<file path="src/hdl/bra_pkg.sv">
// Shared types and constants for the bitmap run allocator.
// No dependencies; imported by every module in hdl/.
package bra_pkg;

    localparam int MAP_BYTES = 128;
    localparam int BYTE_W    = 8;
    localparam int BIT_W     = 3;
    localparam int MODE_W    = 2;
    localparam int IDX_W     = 10;
    localparam int RUN_W     = 11;
    localparam int CFG_W     = 8;
    localparam int CFG_RESET = 128;

    localparam int BYTE_AW = (MAP_BYTES > 1) ? $clog2(MAP_BYTES) : 1;
    localparam int CNT_W   = $clog2(MAP_BYTES + 1);
    localparam int CW_A    = (CNT_W > CFG_W) ? CNT_W : CFG_W;
    // byte-count width: holds the map size, the config value and an index's byte part
    localparam int CW      = (CW_A > IDX_W - BIT_W) ? CW_A : IDX_W - BIT_W;
    localparam int PW      = CW + BIT_W;

    typedef enum logic [MODE_W-1:0] {
        MODE_TEST  = 2'd0,
        MODE_SCAN  = 2'd1,
        MODE_WRITE = 2'd2,
        MODE_NONE  = 2'd3
    } t_mode;

    typedef struct packed {
        logic               en;
        logic [BYTE_AW-1:0] addr;
        logic [BYTE_W-1:0]  data;
    } t_map_wr;

endpackage

</file>
<file path="src/hdl/bra_map.sv">
// Occupancy bitmap store: one byte per row, registered read, one write port.
// Depends on bra_pkg. Per-row valid bits make unwritten rows read as free.
module bra_map (
    input  logic                          i_clk,
    input  logic                          i_rst_n,
    input  logic [bra_pkg::BYTE_AW-1:0]   i_rd_addr,
    output logic [bra_pkg::BYTE_W-1:0]    o_rd_data,
    input  bra_pkg::t_map_wr              i_wr
);
    import bra_pkg::*;

    logic [BYTE_W-1:0]    r_mem [MAP_BYTES];
    logic [MAP_BYTES-1:0] r_vld;
    logic [BYTE_W-1:0]    r_rd_data;

    always_ff @(posedge i_clk) begin
        if (i_wr.en) begin
            r_mem[i_wr.addr] <= i_wr.data;
        end
    end

    always_ff @(posedge i_clk) begin
        if (!i_rst_n) begin
            r_vld <= '0;
        end else if (i_wr.en) begin
            r_vld[i_wr.addr] <= 1'b1;
        end
    end

    always_ff @(posedge i_clk) begin
        r_rd_data <= r_vld[i_rd_addr] ? r_mem[i_rd_addr] : '0;
    end

    assign o_rd_data = r_rd_data;

endmodule

</file>
<file path="src/hdl/bra_run_step.sv">
// Scan datapath: advances the free-run counter across one bitmap byte.
// Depends on bra_pkg. Reports the first bit at which the run reaches the target.
module bra_run_step (
    input  logic [bra_pkg::BYTE_W-1:0] i_byte,
    input  logic [bra_pkg::RUN_W-1:0]  i_run,
    input  logic [bra_pkg::RUN_W-1:0]  i_need,
    output logic [bra_pkg::RUN_W-1:0]  o_run,
    output logic                       o_hit,
    output logic [bra_pkg::BIT_W-1:0]  o_bit
);
    import bra_pkg::*;

    // Run at bit i is either the incoming run plus i+1 (no set bit so far in this
    // byte) or the short local count of free bits since the last set bit.
    always_comb begin
        logic [BIT_W:0]   local_run;
        logic             all_free;
        logic [RUN_W-1:0] run;
        local_run = '0;
        all_free  = 1'b1;
        run       = i_run;
        o_hit     = 1'b0;
        o_bit     = '0;
        for (int i = 0; i < BYTE_W; i++) begin
            if (i_byte[i]) begin
                local_run = '0;
                all_free  = 1'b0;
            end else begin
                local_run = local_run + (BIT_W+1)'(1);
            end
            run = all_free ? (i_run + RUN_W'(i + 1)) : RUN_W'(local_run);
            if (!o_hit && run == i_need) begin
                o_hit = 1'b1;
                o_bit = BIT_W'(i);
            end
        end
        o_run = run;
    end

endmodule

</file>
<file path="src/hdl/bitmap_run_allocator_top.sv">
// Top level of the bitmap run allocator: sequencer, config register, result register.
// Depends on bra_pkg, bra_map and bra_run_step.
//
//  channel | direction | handshake                | payload
//  in      | into      | i_in_valid / o_in_stall  | mode, bit_index, run_length, write_value
//  out     | out of    | o_out_valid / i_out_stall| bit_is_set, found, start_index
//  cfg     | into      | i_cfg_valid / o_cfg_ready| bytes_in_use
//
// Test and write pass through S_BIT and S_DONE to the result register; one beat at a time.
// A scan reads one bitmap byte per cycle from the single read port, up to bytes_in_use bytes
// (capped at the 128-byte map), fewer when a run is found early.
// Reset is synchronous, active low; the map reads all free after reset with no clearing pass.
// The input is stalled while an item is in progress; the result register frees the
// sequencer as soon as the previous beat has been taken.
module bitmap_run_allocator_top (
    input  logic                         i_clk,
    input  logic                         i_rst_n,
    input  logic                         i_in_valid,
    output logic                         o_in_stall,
    input  logic [bra_pkg::MODE_W-1:0]   i_mode,
    input  logic [bra_pkg::IDX_W-1:0]    i_bit_index,
    input  logic [bra_pkg::RUN_W-1:0]    i_run_length,
    input  logic                         i_write_value,
    output logic                         o_out_valid,
    input  logic                         i_out_stall,
    output logic                         o_bit_is_set,
    output logic                         o_found,
    output logic [bra_pkg::IDX_W-1:0]    o_start_index,
    input  logic                         i_cfg_valid,
    output logic                         o_cfg_ready,
    input  logic [bra_pkg::CFG_W-1:0]    i_cfg_bytes_in_use
);
    import bra_pkg::*;

    typedef enum logic [3:0] {
        S_IDLE = 4'b0001,
        S_BIT  = 4'b0010,
        S_SCAN = 4'b0100,
        S_DONE = 4'b1000
    } t_state;

    t_state             r_state, n_state;
    logic [CFG_W-1:0]   r_cfg;
    t_mode              r_mode;
    logic [IDX_W-1:0]   r_idx;
    logic [RUN_W-1:0]   r_need;
    logic               r_val;
    logic               r_in_rng;
    logic [CW-1:0]      r_rd, n_rd;
    logic [CW-1:0]      r_proc, n_proc;
    logic               r_pend, n_pend;
    logic [RUN_W-1:0]   r_run, n_run;
    logic               r_res_set, n_res_set;
    logic               r_res_found, n_res_found;
    logic [IDX_W-1:0]   r_res_start, n_res_start;
    logic               r_out_vld;
    logic               r_out_set;
    logic               r_out_found;
    logic [IDX_W-1:0]   r_out_start;

    logic [CW-1:0]      eff_bytes;
    logic [CW-1:0]      in_byte;
    logic               in_acc;
    logic               out_load;
    logic [BYTE_AW-1:0] rd_addr;
    logic [BYTE_W-1:0]  rd_data;
    t_map_wr            map_wr;
    logic [BYTE_W-1:0]  wr_byte;
    logic [RUN_W-1:0]   step_run;
    logic               step_hit;
    logic [BIT_W-1:0]   step_bit;
    logic [PW-1:0]      hit_start;

    bra_map u_map (
        .i_clk     (i_clk),
        .i_rst_n   (i_rst_n),
        .i_rd_addr (rd_addr),
        .o_rd_data (rd_data),
        .i_wr      (map_wr)
    );

    bra_run_step u_step (
        .i_byte (rd_data),
        .i_run  (r_run),
        .i_need (r_need),
        .o_run  (step_run),
        .o_hit  (step_hit),
        .o_bit  (step_bit)
    );

    // saturate the configured length to the store size
    assign eff_bytes = (CW'(r_cfg) > CW'(MAP_BYTES)) ? CW'(MAP_BYTES) : CW'(r_cfg);
    assign in_byte   = CW'(i_bit_index[IDX_W-1:BIT_W]);
    assign in_acc    = i_in_valid && !o_in_stall;
    assign out_load  = (r_state == S_DONE) && (!r_out_vld || !i_out_stall);
    assign hit_start = PW'({r_proc, step_bit}) + PW'(1) - PW'(r_need);

    always_comb begin
        wr_byte             = rd_data;
        wr_byte[r_idx[BIT_W-1:0]] = r_val;
        map_wr.en   = (r_state == S_BIT) && (r_mode == MODE_WRITE) && r_in_rng;
        map_wr.addr = BYTE_AW'(r_idx[IDX_W-1:BIT_W]);
        map_wr.data = wr_byte;
    end

    always_comb begin
        priority if (r_state == S_IDLE) begin
            rd_addr = in_byte[BYTE_AW-1:0];
        end else if (r_state == S_SCAN) begin
            rd_addr = r_rd[BYTE_AW-1:0];
        end else begin
            rd_addr = '0;
        end
    end

    always_comb begin
        n_state     = r_state;
        n_rd        = r_rd;
        n_proc      = r_proc;
        n_pend      = 1'b0;
        n_run       = r_run;
        n_res_set   = r_res_set;
        n_res_found = r_res_found;
        n_res_start = r_res_start;
        unique case (r_state)
            S_IDLE: begin
                if (in_acc) begin
                    n_res_set   = 1'b0;
                    n_res_found = 1'b0;
                    n_res_start = '0;
                    n_rd        = '0;
                    n_proc      = '0;
                    n_run       = '0;
                    unique case (t_mode'(i_mode))
                        MODE_TEST, MODE_WRITE: begin
                            n_state = S_BIT;
                        end
                        MODE_SCAN: begin
                            if (i_run_length == '0 || eff_bytes == '0) begin
                                n_state = S_DONE;
                            end else begin
                                n_state = S_SCAN;
                            end
                        end
                        default: begin
                            n_state = S_DONE;
                        end
                    endcase
                end
            end
            S_BIT: begin
                if (r_mode == MODE_TEST) begin
                    n_res_set = r_in_rng && rd_data[r_idx[BIT_W-1:0]];
                end
                n_state = S_DONE;
            end
            S_SCAN: begin
                // read one byte ahead of the byte being processed
                if (r_rd < eff_bytes) begin
                    n_rd   = r_rd + CW'(1);
                    n_pend = 1'b1;
                end
                if (r_pend) begin
                    n_run = step_run;
                    if (step_hit) begin
                        n_res_found = 1'b1;
                        n_res_start = hit_start[IDX_W-1:0];
                        n_state     = S_DONE;
                        n_pend      = 1'b0;
                    end else if (r_proc == eff_bytes - CW'(1)) begin
                        n_state = S_DONE;
                        n_pend  = 1'b0;
                    end else begin
                        n_proc = r_proc + CW'(1);
                    end
                end
            end
            S_DONE: begin
                if (out_load) begin
                    n_state = S_IDLE;
                end
            end
            default: begin
                n_state = S_IDLE;
            end
        endcase
    end

    always_ff @(posedge i_clk) begin
        if (!i_rst_n) begin
            r_state   <= S_IDLE;
            r_cfg     <= CFG_W'(CFG_RESET);
            r_pend    <= 1'b0;
            r_out_vld <= 1'b0;
        end else begin
            r_state <= n_state;
            r_pend  <= n_pend;
            if (i_cfg_valid && o_cfg_ready) begin
                r_cfg <= i_cfg_bytes_in_use;
            end
            if (out_load) begin
                r_out_vld <= 1'b1;
            end else if (!i_out_stall) begin
                r_out_vld <= 1'b0;
            end
        end
    end

    always_ff @(posedge i_clk) begin
        if (in_acc) begin
            r_mode   <= t_mode'(i_mode);
            r_idx    <= i_bit_index;
            r_need   <= i_run_length;
            r_val    <= i_write_value;
            r_in_rng <= in_byte < eff_bytes;
        end
        r_rd        <= n_rd;
        r_proc      <= n_proc;
        r_run       <= n_run;
        r_res_set   <= n_res_set;
        r_res_found <= n_res_found;
        r_res_start <= n_res_start;
        if (out_load) begin
            r_out_set   <= r_res_set;
            r_out_found <= r_res_found;
            r_out_start <= r_res_start;
        end
    end

    assign o_in_stall    = (r_state != S_IDLE);
    assign o_cfg_ready   = 1'b1;
    assign o_out_valid   = r_out_vld;
    assign o_bit_is_set  = r_out_set;
    assign o_found       = r_out_found;
    assign o_start_index = r_out_start;

    a_found_xor_set: assert property (@(posedge i_clk) disable iff (!i_rst_n)
        o_out_valid |-> !(o_found && o_bit_is_set))
        else $error("scan and test result both set");

    a_start_zero: assert property (@(posedge i_clk) disable iff (!i_rst_n)
        (o_out_valid && !o_found) |-> (o_start_index == '0))
        else $error("start index nonzero without a found run");

    a_wr_only_bit: assert property (@(posedge i_clk) disable iff (!i_rst_n)
        map_wr.en |-> (r_state == S_BIT))
        else $error("bitmap written outside the bit step");

    a_done_holds: assert property (@(posedge i_clk) disable iff (!i_rst_n)
        (r_state == S_DONE && r_out_vld && i_out_stall) |=> (r_state == S_DONE))
        else $error("result dropped while output register full");

    a_scan_bound: assert property (@(posedge i_clk) disable iff (!i_rst_n)
        (r_state == S_SCAN) |-> (r_proc < eff_bytes))
        else $error("scan past the configured end");

endmodule
</file>
<file path="config.mk">
export PLATFORM = sky130hd
export DESIGN_NAME = bitmap_run_allocator_top
export DESIGN_NICKNAME = d
export VERILOG_FILES = /design/src/hdl/bra_pkg.sv /design/src/hdl/bra_map.sv /design/src/hdl/bra_run_step.sv /design/src/hdl/bitmap_run_allocator_top.sv
export SDC_FILE = /design/constraint.sdc
export NUM_CORES = 2
export LEC_CHECK = 0
export ABC_AREA = 1
export BUFFER_PORTS_ARGS = -buffer_cell sky130_fd_sc_hd__buf_2
export CAP_MARGIN = 40
export CORE_ASPECT_RATIO = 1.4
export CORE_MARGIN = 5
export CORE_UTILIZATION = 40
export CTS_BUF_LIST = sky130_fd_sc_hd__clkbuf_8
export CTS_CLUSTER_DIAMETER = 30
export DETAILED_ROUTE_END_ITERATION = 8
export MAX_ROUTING_LAYER = met4
export PLACE_DENSITY = 0.57
export REMOVE_ABC_BUFFERS = 1
export SLEW_MARGIN = 20
export SYNTH_ARGS = -nofsm -noshare
export SYNTH_HDL_FRONTEND = slang
export SYNTH_SLANG_ARGS = --single-unit
</file>
<file path="constraint.sdc">
create_clock -name i_clk -period 9.9 [get_ports i_clk]
set_input_delay 1.98 -clock i_clk [delete_from_list [all_inputs] [get_ports i_clk]]
set_output_delay 1.98 -clock i_clk [all_outputs]
set_load 0.02 [all_outputs]
</file>
==> impl_metrics.env <==
export IMPL_status="complete, no violations"
export IMPL_hold_viol=0
export IMPL_p_per_area_nw_per_um2=294
export IMPL_dr_pass1_iters=6
export IMPL_synth_area_sq_um=54300
export IMPL_cts_root_buffer="clkbuf_8"
export IMPL_grt_pass1_vias=37700
export IMPL_ys_warn_count=0
export IMPL_synth_simple_area_share=0.153
export IMPL_max_freq_ghz=0.169
export IMPL_synth_adder_area_share=0.0112
export IMPL_coreArea_sq_um=135000
export IMPL_crit_top_cell="nor2_1"
export IMPL_max_slew_worst_pin_slew_ps=876
export IMPL_seqPwrFrac=0.373
export IMPL_reg2regPathDepth=33
export IMPL_h_tree_depth=4
export IMPL_synth_distinct_cells=55
export IMPL_start_util=0.401
export IMPL_min_delay_start="r_res_start[4]"
export IMPL_ant_nets=0
export IMPL_synth_compound_area_frac=0.126
export IMPL_slew_headroom=0.414
export IMPL_critPathArrivalTime_ps=6660
export IMPL_grtUsageTotal=0.225
export IMPL_clk_path_buf_depth=3
export IMPL_drt_total_wl_um=161000
export IMPL_row_count=160
export IMPL_wl_per_cell_um=23.3
export IMPL_rsz0062_at_grt="false"
export IMPL_drt_initial_drc_count=3378
export IMPL_required_ps=10650
export IMPL_nFillCells=12500
export IMPL_reg2reg_to="r_res_start[9]"
export IMPL_synthMuxAreaShare=0
export IMPL_wl_met2_um=82900
export IMPL_synth_top_family_by_area="simple AND/OR/NAND/NOR gates"
export IMPL_worstSetupEndpointType="flip-flop"
export IMPL_rr_startpoint="r_run[3]"
export IMPL_hold_end="o_start_index[4]"
export IMPL_final_cell_mix="edfxtp_1 (1100), nor2_1 (842), nand2_1 (649)"
export IMPL_seq_area_frac_synth=0.664
export IMPL_synth_xor_area_frac=0.00774
export IMPL_final_common_cell="edfxtp_1"
export IMPL_path_clk_slew_ps=60
export IMPL_hpwl_um=99900
export IMPL_buffer_ports_inserted=50
export IMPL_pin_count=52
export IMPL_syn2layout_area_growth_pct=12.9
export IMPL_cts_buffers=199
export IMPL_ir_drop_uv=284
export IMPL_avgSynthCellArea_sq_um=11.3
export IMPL_ctsResizeCount=0
export IMPL_gr_total_overflow=0
export IMPL_die_h_um=446
export IMPL_holdWs_ps=413
export IMPL_drt_met1_wl_um=61400
export IMPL_p_int_mw=10.6
export IMPL_yosys_register_bits=1250
export IMPL_cp_slowest_cell="edfxtp_1"
export IMPL_num_vias=38900
export IMPL_topRoutingLayerUsed="met4"
export IMPL_final_util=0.453
export IMPL_grt_first_pass_wirelength_um=239000
export IMPL_setup_tns_ps=0
export IMPL_holdPathStages=0
export IMPL_final_setup_viol_count=0
export IMPL_switching_share=0.413
export IMPL_via_per_inst=5.62
export IMPL_route_met3_wl_um=9180
export IMPL_reg2reg_slack_ps=3990
export IMPL_clkPwrFrac=0.245
export IMPL_place_gp_congestion=1.01
export IMPL_p_leak_nw=21.5
export IMPL_clock_sinks=1250
export IMPL_holdCritPathClass="flip-flop to flip-flop"
export IMPL_synth_main_ff_cell="edfxtp_1"
export IMPL_fin_crit_ps=5910
export IMPL_die_x_um=321
export IMPL_critPathLaunchType="flip-flop"
export IMPL_drc=0
export IMPL_min_period_over_period=0.597
export IMPL_path_class="flip-flop to flip-flop"
export IMPL_cts_tree="built"
export IMPL_synth_cells=4819
export IMPL_post_cts_setup_buffer_count=0
export IMPL_drive_gt1_frac=0.115
export IMPL_insertion_delay_ps=930
export IMPL_die_area_sq_um=143000
export IMPL_antenna_found_initial=1
export IMPL_num_nets_final=5045
export IMPL_grt_max_degree=184
export IMPL_cts_hold_fix_buffers=0
export IMPL_critPathMaxFanout=14
export IMPL_synth_edf_count=1100
export IMPL_power_switching_mw=7.45
export IMPL_skew_ps=46.8
export IMPL_maxSlewViolCount=0
export IMPL_p_comb_frac=0.382
export IMPL_critPathMaxStageDelay_ps=660
export IMPL_maxCapViolCount=0
export IMPL_postSynth_asyncResetShare=0
## worst max path at each step
stage,slack (ps),end,depth (start not counted),startpoint
after floorplan,-1870,u_map.o_rd_data[3],12,i_bit_index[3]
after global placement,3900,r_res_start[9],29,u_map.o_rd_data[0]
after detailed placement,4030,u_map.o_rd_data[6],13,i_bit_index[3]
after CTS,4110,r_res_start[9],34,r_run[3]
after global routing,3460,r_res_start[9],33,r_run[3]
final,3990,r_res_start[9],33,r_run[3]
## through the flow
step	total power, mW	instances	setup slack, ps	cell area [sq um]
3_3_place_gp	13.6	6409	3900	56100
2_1_floorplan	11.2	4518	-1870	52900
6_report	18.0	6919	3990	61300
4_1_cts	18.1	6883	4110	61000
5_1_grt	18.9	6917	3460	61300
3_5_place_dp	13.7	6508	4030	57000
## layer usage
| layer | GRT usage | up-vias |
|---|---|---|
| met2 | 0.391 | 1381 |
| met5 | - | - |
| met4 | 0.105 | 0 |
| li1 | - | 17900 |
| met3 | 0.0305 | 373 |
| met1 | 0.259 | 19300 |
## registers in the layout (all words and copies together) (netlist names), 2 cells and up
register,cells
o_start_index,10
r_cfg,8
r_idx,10
r_mode,2
r_need,11
r_proc,8
r_rd,8
r_res_start,10
r_run,11
r_state,4
u_map.o_rd_data,8
u_map.r_mem,1024
u_map.r_vld,128
## worst max-delay path: cells and delay by family (launching register included)
| family | cells | cell delay [ps] |
|---|---|---|
| buffers and inverters | 3 | 130 |
| AO/OA/AOI/OAI | 6 | 880 |
| flip-flops | 1 | 660 |
| AND/OR/NAND/NOR | 20 | 2530 |
| adder cells (fa/ha/maj) | 4 | 1540 |
## power by group through the flow
stage | clock network [mW] | logic [mW] | registers (mW)
after floorplan | 0 | 4.32 | 6.91
after global placement | 0 | 6.73 | 6.83
after detailed placement | 0 | 6.85 | 6.82
after CTS | 4.51 | 6.87 | 6.71
after global routing | 4.75 | 7.48 | 6.72
final | 4.41 | 6.89 | 6.72
## cell usage after synthesis, types with 3 or more instances
cell,number,share of area
clkbuf_1,153,0.011
o211ai_1,93,0.013
xnor2_1,4,0.00065
nor2_2,7,0.00081
o21bai_1,92,0.013
inv_2,12,0.00083
o22ai_2,3,0.00069
nand2_2,4,0.00046
buf_6,6,0.0012
nand3b_1,3,0.00041
nand3_1,357,0.033
nor2_1,843,0.058
nand4_1,56,0.0065
o311ai_0,38,0.0061
buf_2,111,0.010
buf_4,17,0.0024
clkinv_1,18,0.0012
nor3_1,27,0.0025
xor2_1,44,0.0071
o21ai_0,289,0.027
nand3_2,3,0.00055
o21ai_1,15,0.0014
dfxtp_1,150,0.055
nor4_1,7,0.00081
o221ai_1,119,0.019
o311ai_1,52,0.0084
or2_2,21,0.0024
inv_1,146,0.010
buf_1,14,0.00097
a21oi_1,105,0.0097
a32oi_1,65,0.010
nand2_1,649,0.045
edfxtp_1,1100,0.61
o22ai_1,9,0.0010
a21boi_0,112,0.015
ha_1,47,0.011
nor2_4,5,0.0010
## cell type report
| type | count | area (sq um) | share of cell area |
|---|---|---|---|
| antenna | 3 | 7.51 | 0.000122 |
| tap | 1782 | 2230 | 0.0364 |
| inverter | 176 | 678 | 0.0111 |
| multi-input combinational | 3092 | 16400 | 0.267 |
| sequential | 1250 | 36000 | 0.588 |
| clock buffer | 208 | 2860 | 0.0467 |
| clock inverter | 167 | 1160 | 0.0189 |
| timing repair buffer | 241 | 1990 | 0.0324 |
## kinds of logic (layout without fill, tap and decap cells)
logic type / count (synthesis) / count (layout)
flops: 1250 / 1250
buf+inv: 477 / 792
xor+xnor: 48 / 48
compound gates: 1003 / 1003
fa+ha+maj: 48 / 48
simple gates: 1992 / 1992
other cells: 1 / 4
Power figures use the tool's default switching activity.
